<file path="src/sv/erl_pkg.sv">
// Shared types and constants for the executable range table.
// No dependencies; imported by erl_mod, erl_front, erl_back, the top level and the testbench.
package erl_pkg;

    localparam int MAX_ENTRIES_DEF = 16;
    localparam int DW              = 64;

    typedef enum logic [1:0] {
        CMD_CLEAR    = 2'd0,
        CMD_LOAD     = 2'd1,
        CMD_FIND_VA  = 2'd2,
        CMD_FIND_OFF = 2'd3
    } cmd_t;

    localparam logic [1:0] ST_DONE = 2'd0;
    localparam logic [1:0] ST_SKIP = 2'd1;
    localparam logic [1:0] ST_FULL = 2'd2;

    // One classified word as it waits between front and back.
    typedef struct packed {
        cmd_t            cmd;
        logic            hdr_ok;
        logic            query_bad;
        logic [DW-1:0]   vaddr;
        logic [DW-1:0]   vend;
        logic [DW-1:0]   foff;
        logic [DW-1:0]   align;
        logic [DW-1:0]   q1;
        logic [DW-1:0]   q2;
        logic [DW-1:0]   qend;
    } job_t;

endpackage

</file>
<file path="src/sv/erl_if.sv">
// Handshake channels of the executable range table.
// Plain widths; used by erl_front, erl_back and the top level.
interface erl_req_if;
    logic        valid;
    logic        ready;
    logic [1:0]  cmd;
    logic [31:0] seg_type;
    logic [31:0] seg_flags;
    logic [63:0] seg_vaddr;
    logic [63:0] seg_memsz;
    logic [63:0] seg_file_offset;
    logic [63:0] seg_align;
    logic [63:0] query_first;
    logic [63:0] query_second;

    modport source (output valid, cmd, seg_type, seg_flags, seg_vaddr, seg_memsz,
                    seg_file_offset, seg_align, query_first, query_second,
                    input ready);
    modport sink (input valid, cmd, seg_type, seg_flags, seg_vaddr, seg_memsz,
                  seg_file_offset, seg_align, query_first, query_second,
                  output ready);
endinterface


</file>
<file path="src/sv/erl_front.sv">
// Front end: accepts request words, classifies them and queues them two deep.
// Depends on erl_pkg and erl_req_if.
module erl_front import erl_pkg::*; (
    input  logic      clk,
    input  logic      rst_n,
    erl_req_if.sink   req,
    output job_t      head,
    output logic      head_valid,
    input  logic      pop
);

    job_t        q_mem [2];
    logic        wr_ptr_reg, rd_ptr_reg;
    logic [1:0]  cnt_reg;
    job_t        job_in;
    logic        push;
    logic [DW:0] qsum;

    assign qsum = {1'b0, req.query_first} + {1'b0, req.query_second};

    always_comb
    begin
        job_in.cmd    = cmd_t'(req.cmd);
        job_in.hdr_ok = (req.seg_type == 32'd1) && req.seg_flags[0] && (req.seg_memsz != '0);
        job_in.vaddr  = req.seg_vaddr;
        job_in.vend   = req.seg_vaddr + req.seg_memsz;
        job_in.foff   = req.seg_file_offset;
        job_in.align  = req.seg_align;
        job_in.q1     = req.query_first;
        job_in.q2     = req.query_second;
        job_in.qend   = qsum[DW-1:0];
        if (req.cmd == CMD_FIND_VA)
        begin
            job_in.query_bad = req.query_second <= req.query_first;
        end
        else
        begin
            job_in.query_bad = (req.query_second == '0) || qsum[DW];
        end
    end

    assign req.ready  = cnt_reg != 2'd2;
    assign push       = req.valid && req.ready;
    assign head_valid = cnt_reg != 2'd0;
    assign head       = q_mem[rd_ptr_reg];

    always_ff @(posedge clk or negedge rst_n)
    begin
        if (!rst_n)
        begin
            wr_ptr_reg <= 1'b0;
            rd_ptr_reg <= 1'b0;
            cnt_reg    <= '0;
        end
        else
        begin
            if (push)
            begin
                wr_ptr_reg <= ~wr_ptr_reg;
            end
            if (pop)
            begin
                rd_ptr_reg <= ~rd_ptr_reg;
            end
            cnt_reg <= cnt_reg + {1'b0, push} - {1'b0, pop};
        end
    end

    always_ff @(posedge clk)
    begin
        if (push)
        begin
            q_mem[wr_ptr_reg] <= job_in;
        end
    end

endmodule

</file>
<file path="src/flat_wrapper.sv">
// flat-port wrapper written by rule: the top's interface ports become plain ports
module erl_front_flat import erl_pkg::*;
  (clk, rst_n, head, head_valid, pop, req_valid, req_cmd, req_seg_type, req_seg_flags, req_seg_vaddr, req_seg_memsz, req_seg_file_offset, req_seg_align, req_query_first, req_query_second, req_ready);
  erl_req_if req_i ();
  input  logic clk;
  input  logic rst_n;
  output job_t head;
  output logic head_valid;
  input  logic pop;
  input wire logic [$bits(req_i.valid)-1:0] req_valid;
  input wire logic [$bits(req_i.cmd)-1:0] req_cmd;
  input wire logic [$bits(req_i.seg_type)-1:0] req_seg_type;
  input wire logic [$bits(req_i.seg_flags)-1:0] req_seg_flags;
  input wire logic [$bits(req_i.seg_vaddr)-1:0] req_seg_vaddr;
  input wire logic [$bits(req_i.seg_memsz)-1:0] req_seg_memsz;
  input wire logic [$bits(req_i.seg_file_offset)-1:0] req_seg_file_offset;
  input wire logic [$bits(req_i.seg_align)-1:0] req_seg_align;
  input wire logic [$bits(req_i.query_first)-1:0] req_query_first;
  input wire logic [$bits(req_i.query_second)-1:0] req_query_second;
  output wire logic [$bits(req_i.ready)-1:0] req_ready;
  assign req_i.valid = req_valid;
  assign req_i.cmd = req_cmd;
  assign req_i.seg_type = req_seg_type;
  assign req_i.seg_flags = req_seg_flags;
  assign req_i.seg_vaddr = req_seg_vaddr;
  assign req_i.seg_memsz = req_seg_memsz;
  assign req_i.seg_file_offset = req_seg_file_offset;
  assign req_i.seg_align = req_seg_align;
  assign req_i.query_first = req_query_first;
  assign req_i.query_second = req_query_second;
  assign req_ready = req_i.ready;
  erl_front u_core (.clk(clk), .rst_n(rst_n), .req(req_i), .head(head), .head_valid(head_valid), .pop(pop));
endmodule
</file>
<file path="config.mk">
export PLATFORM = sky130hd
export DESIGN_NAME = erl_front_flat
export DESIGN_NICKNAME = d
export VERILOG_FILES = /design/src/sv/erl_pkg.sv /design/src/sv/erl_if.sv /design/src/sv/erl_front.sv /design/src/flat_wrapper.sv
export SDC_FILE = /design/constraint.sdc
export NUM_CORES = 1
export LEC_CHECK = 0
export ABC_AREA = 1
export BUFFER_PORTS_ARGS = -buffer_cell sky130_fd_sc_hd__buf_2
export CAP_MARGIN = 10
export CELL_PAD_IN_SITES_DETAIL_PLACEMENT = 1
export CELL_PAD_IN_SITES_GLOBAL_PLACEMENT = 1
export CORE_AREA = 2 2 351 353
export DETAILED_ROUTE_END_ITERATION = 8
export DIE_AREA = 0 0 353 355
export PLACE_DENSITY_LB_ADDON = 0.2
export SETUP_SLACK_MARGIN = 0.02
export SYNTH_ARGS = -nofsm -noshare
export SYNTH_HDL_FRONTEND = slang
export SYNTH_SLANG_ARGS = --single-unit
</file>
<file path="constraint.sdc">
create_clock -name clk -period 21.2 [get_ports clk]
set_input_delay 3.18 -clock clk [delete_from_list [all_inputs] [get_ports clk]]
set_output_delay 3.18 -clock clk [all_outputs]
set_load 0.05 [all_outputs]
</file>
==> metrics.txt, run 1 <==
outcome complete, no violations; Net Switching 3.33 mW; aggregate global routing overflow 0; Cell Int Power 4.29 mW; class of the tightest hold or removal check flip-flop to flip-flop; count of pins on the block boundary 908; Hold Path Stages 2; ranking of synthesized cells by area edfxtp_1 60%, mux2_2 11%, nand2_1 6.1%; Sequential Power Share 34.1%; detail-routed via count per cell 4.94; Required @ worst endpoint 18.02 ns; standard-cell rows 128; Syn Area/Cell 11.5 um2; Max Clk Rate 125 MHz; number of fill cells in the layout 13490; startpoint types flip-flop; gpl congestion 0.960; Slew @ Worst Pin 1.10 ns; vias in the first global route 34998; Post-DP HPWL 123000 um; worst vdd ir 109 uV; post-synthesis to final-layout area growth 20.9%; Final #Nets 5539; synthesized netlist cell count 3948; launch instance of the worst min-delay path u_core.wr_ptr_reg$_DFFE_PN0P_; remaining design rule violation count 0; flip-flop count of the largest register, all copies and words added 904; Worst Path Arrival 4.82 ns; crit-path max FO 72; end-of-flow core utilization 45.3%; overall routed net length 153000 um; first drt pass iteration count 5; cell type with the largest total area after synthesis edfxtp_1; number of distinct library cells after synthesis 42; Hold EP u_core.wr_ptr_reg$_DFFE_PN0P_; wire length per cell after detailed routing 23.1 um; maximum number of pins on one net before global-route repair 141; area enclosed by the die boundary 125000 um2; flip-flop and latch count after synthesis 908; Yosys Warn Count 0; antenna violations before repair 23; clock slew seen by the registers of the worst setup and hold paths 0.06 ns; Critical R2R Launch u_core.cnt_reg[1]$_DFF_PN0_; kind of capture point of the worst setup path output pin; final setup violating endpoints 0; clock tree sinks 908; cell chosen for the clock root clkbuf_16; final worst clock skew 0.0207 ns; post-route total power 7.62 mW; static leakage power 22.5 nW; most used cells in the layout excluding fill and tap cells 904 x edfxtp_1, 876 x buf_2, 742 x nand2_1; proportion of power drawn by combinational gates 44.0%; net count of the mapped netlist 4597; Max Transition Viols Final 0; leading cell type in the layout, fill and taps excluded edfxtp_1; endpoint of the worst register-to-register path u_core.q_mem[0][10]$_DFFE_PP_; Post-CTS Resized 0; Antenna Nets Post-Route 0; TritonCTS buffer count 100; worst hold margin 0.598 ns; fin crit period 8.00 ns; GRT Total Usage 23.9%; number of cells in the finished layout apart from fillers 6609; R2R Setup Slk 16.59 ns; total standard cell area after synthesis 45500 um2; Post-CTS Setup Inserts 0; number of placed instances, taps included 6413; power density normalized to cell area 139 nW/um2; Skew-Pair Late Insertion Delay 0.70 ns; relative contribution of the clock network to total power 21.9%; Total Negative Setup Slacks 0 ns; net switching fraction of the power 43.7%; Die Wd 353 um; Reg2Reg Depth 6; share of the synthesized area in the top cell type 59.7%; height of the die 355 um; CTS Buffer Depth 3; CORE AREA 121000 um2; via count 32677; critical path type flip-flop to output pin; CTS H-tree lvls 3; Slew Limit Headroom 26.3%; number of port buffers 876; global-route wire length before repair 224000 um; CTS tree built; initial detailed-routing violation count 1954; hold buffers post-CTS 0; fraction of final layout cells sized beyond drive strength 1 32.1%; number of max-cap violations 0; share of the yosys chip area belonging to registers 59.9%; initial core utilization 37.4%; unrepaired setup endpoints after global routing false; fraction of the cycle the final worst path needs 37.7%; final-report hold violation count 0
==> power by group through the flow <==
stage / combinational (mW) / sequential [mW] / clock, mW
final: 3.35 / 2.60 / 1.67
after floorplan: 2.51 / 2.77 / 0
after detailed placement: 3.38 / 2.63 / 0
after global placement: 3.38 / 2.61 / 0
after global routing: 3.52 / 2.63 / 1.78
after CTS: 3.40 / 2.60 / 1.71
==> cell usage after synthesis (all sizes together) <==
cell type	instances
a21boi	2
a21o	5
a21oi	205
a31oi	1
and2	1
and3	2
buf	51
clkbuf	3
clkinv	2
dfrtp	4
edfxtp	904
fa	2
ha	193
inv	508
mux2	452
nand2	761
nand3	122
nand3b	17
nand4	34
nor2	367
nor3	51
nor3b	1
nor4	24
o21a	6
o21ai	137
o21bai	23
or2	1
or4	1
xnor2	16
xor2	52
==> per-stage QoR <==
stage	cell area, um2	setup slack [ns]
2_1_floorplan	45500	5.59
3_3_place_gp	51800	13.77
3_5_place_dp	51800	13.74
4_1_cts	54900	13.07
5_1_grt	54900	12.87
6_report	54900	13.20
==> worst max-delay path, stage by stage (launching register included) <==
cell	delay, ns
dfrtp_4	0.99
buf_4	0.87
buf_4	0.78
buf_4	0.67
mux2_2	0.42
buf_2	0.22
==> how the worst max path moves through the flow <==
stage                                      to  cells past startpoint                           from  slack, ns
2_1_floorplan    u_core.q_mem[1][0]$_DFFE_PP_                      2                      req_valid       5.59
3_3_place_gp   u_core.q_mem[0][210]$_DFFE_PP_                      6                      req_valid      13.77
3_5_place_dp   u_core.q_mem[0][210]$_DFFE_PP_                      6                      req_valid      13.74
4_1_cts                              head[84]                      5  u_core.rd_ptr_reg$_DFFE_PN0P_      13.07
5_1_grt                              head[84]                      5  u_core.rd_ptr_reg$_DFFE_PN0P_      12.87
6_report                             head[84]                      5  u_core.rd_ptr_reg$_DFFE_PN0P_      13.20
==> cells by family (layout without fill, tap and decap cells) <==
kind of cell    count (synthesis)  count (layout)  share of synthesized area [%]
simple gates                 1382            1382                           12.9
flops                         908             908                           59.9
buf+inv                       564            1587                           4.83
mux                           452             452                           11.2
compound gates                379             379                           4.41
fa+ha+maj                     195             195                           5.40
xor+xnor                       68              68                           1.31
other cells                     0              13                              0
==> per-layer routing <==
| layer | up-vias | wire length, um | track usage (%) |
|---|---|---|---|
| li1 | 15557 | - | - |
| met1 | 16047 | 61900 | 28.6 |
| met2 | 812 | 77300 | 42.4 |
| met3 | 239 | 8510 | 5.38 |
| met4 | 22 | 5050 | 7.95 |
| met5 | - | 138 | 0 |
==> cell type report <==
cell class / instances / area [um2] / share of cell area, %
antenna: 13 / 32.5 / 0.0592
clock buffer: 133 / 2690 / 4.90
sequential: 908 / 27200 / 49.6
multi-input combinational: 2476 / 16000 / 29.2
tap: 1625 / 2030 / 3.70
clock inverter: 50 / 450 / 0.820
inverter: 510 / 1910 / 3.48
timing repair buffer: 894 / 4540 / 8.27
Note: power is estimated with default switching activity, not from simulation.
==> inputs of run 2 (changes only) <==
Clock period 21.2 ns to 6.9 ns, I/O delays scaled along.
==> metrics.txt, run 2 (synthesis results as in run 1) <==
initial detailed-routing violation count 1788 (-8.5%); final setup violating endpoints 0 (unchanged); Worst Path Arrival 3.21 ns (-1.61 ns); number of fill cells in the layout 13416 (-0.55%); post-synthesis to final-layout area growth 21.1%; static leakage power 22.5 nW (about the same); Slew @ Worst Pin 1.07 ns (-0.0369 ns); number of port buffers 876 (unchanged); global-route wire length before repair 224000 um (+0.30%); CTS H-tree lvls 3 (unchanged); most used cells in the layout excluding fill and tap cells 904 x edfxtp_1, 876 x buf_2, 741 x nand2_1; Die Wd 353 um (unchanged); CORE AREA 121000 um2 (unchanged); height of the die 355 um (unchanged); critical path type flip-flop to output pin; count of pins on the block boundary 908 (unchanged); fraction of final layout cells sized beyond drive strength 1 32.1% (about the same); kind of capture point of the worst setup path output pin; power density normalized to cell area 425 nW/um2 (+210%); antenna violations before repair 15 (-35%); number of cells in the finished layout apart from fillers 6600 (-0.14%); detail-routed via count per cell 4.98 (+0.77%); CTS Buffer Depth 3 (unchanged); footprint of the multi-input gates 16000 um2 (+0.10%); fin crit period 4.24 ns; fraction of the cycle the final worst path needs 61.5%; clock slew seen by the registers of the worst setup and hold paths 0.06 ns (about the same); GRT Total Usage 24.0% (+0.072 points); aggregate global routing overflow 0 (unchanged); initial core utilization 37.4% (unchanged); Required @ worst endpoint 5.86 ns (-12.16 ns); maximum number of pins on one net before global-route repair 142 (+0.71%); Post-CTS Setup Inserts 0 (unchanged); hold buffers post-CTS 0 (unchanged); first drt pass iteration count 5 (unchanged); startpoint types flip-flop; post-route total power 23.4 mW (+210%); CTS tree built; gpl congestion 0.963 (+0.29%); via count 32885 (+0.64%); Antenna Nets Post-Route 0 (unchanged); flip-flop count of the largest register, all copies and words added 904 (unchanged); clock tree sinks 908 (unchanged); remaining design rule violation count 0 (unchanged); final worst clock skew 0.0275 ns (+0.00685 ns); cell chosen for the clock root clkbuf_16; overall routed net length 153000 um (+0.35%); Post-DP HPWL 123000 um (about the same); standard-cell rows 128 (unchanged); Post-CTS Resized 0 (unchanged); Max Clk Rate 236 MHz; area enclosed by the die boundary 125000 um2 (unchanged); register area 27200 um2 (unchanged); number of max-cap violations 0 (unchanged); outcome complete, no violations; final-report hold violation count 0 (unchanged); unrepaired setup endpoints after global routing false; vias in the first global route 35082 (+0.24%); Max Transition Viols Final 0 (unchanged); R2R Setup Slk 4.13 ns (-12.46 ns); leading cell type in the layout, fill and taps excluded edfxtp_1; number of placed instances, taps included 6413 (unchanged); TritonCTS buffer count 98 (-2.0%); class of the tightest hold or removal check input pin to asynchronous set/reset pin; worst vdd ir 303 uV (+180%); Final #Nets 5537 (-0.036%); wire length per cell after detailed routing 23.2 um (+0.49%); Skew-Pair Late Insertion Delay 0.72 ns (+0.02 ns); crit-path max FO 135 (+88%); Slew Limit Headroom 29.0% (+2.6 points)
==> run 2: changes by cell type in the layout (fill, tap and decap cells not counted), moves of 5 or more <==
cell,previous run,this run
buf_12,2,11
buf_4,16,7
clkbuf_1,30,16
clkbuf_16,103,98
clkinv_1,15,28
clkinv_16,0,5
==> run 2: metal layers <==
layer,part of all wire [%],vias to the layer above,global-route usage [%]
met5,0.042,-,0
met4,2.7,10,7.43
met3,5.7,215,5.10
met2,51,816,42.8
met1,41,16307,28.9
li1,-,15537,-
==> run 2: worst paths after layout <==
kind,from,end,depth (start not counted)
max,u_core.rd_ptr_reg$_DFFE_PN0P_,head[289],3
max reg2reg,u_core.cnt_reg[1]$_DFF_PN0_,u_core.q_mem[0][246]$_DFFE_PP_,5
min reg2reg,u_core.wr_ptr_reg$_DFFE_PN0P_,u_core.wr_ptr_reg$_DFFE_PN0P_,2
max in group asynchronous,rst_n,u_core.rd_ptr_reg$_DFFE_PN0P_,1
min,rst_n,u_core.rd_ptr_reg$_DFFE_PN0P_,1
min in group clk,req_seg_file_offset[36],u_core.q_mem[1][292]$_DFFE_PP_,1
==> run 2: layout make-up <==
class	count	share of cell area, %
diodes	9	0.0409
multi-input cells	2476	29.2
clock buffers	114	4.57
repair buffers	894	8.46
flip-flops and latches	908	49.5
clock inverters	64	1.07
inverters	510	3.48
well taps	1625	3.69
==> run 2: where the power goes <==
group / switching [mW] / leakage, nW / internal, mW
clock: 2.25 / 1.50 / 2.82
sequential: 0.320 / 8.45 / 7.64
combinational: 7.76 / 12.6 / 2.61
==> run 2: worst max-delay path, stage by stage, from the launching register on <==
cell and delay [ns]:
dfrtp_4 0.97, buf_12 0.65, mux2_2 0.47, buf_2 0.23
==> run 2: metrics by stage <==
stage / cell area, um2 / setup TNS (ns) / setup WS [ns] / hold slack [ns] / util, %
after floorplan: 45500 / -1252.63 / -1.40 / 0.541 / -
after global placement: 51900 / 0 / 3.24 / 0.563 / 42.8
after detailed placement: 51900 / 0 / 3.23 / 0.587 / 42.8
after CTS: 55000 / 0 / 2.59 / 0.0585 / 45.3
after global routing: 55000 / 0 / 2.51 / 0.0930 / 45.3
final: 55000 / 0 / 2.66 / 0.115 / 45.3
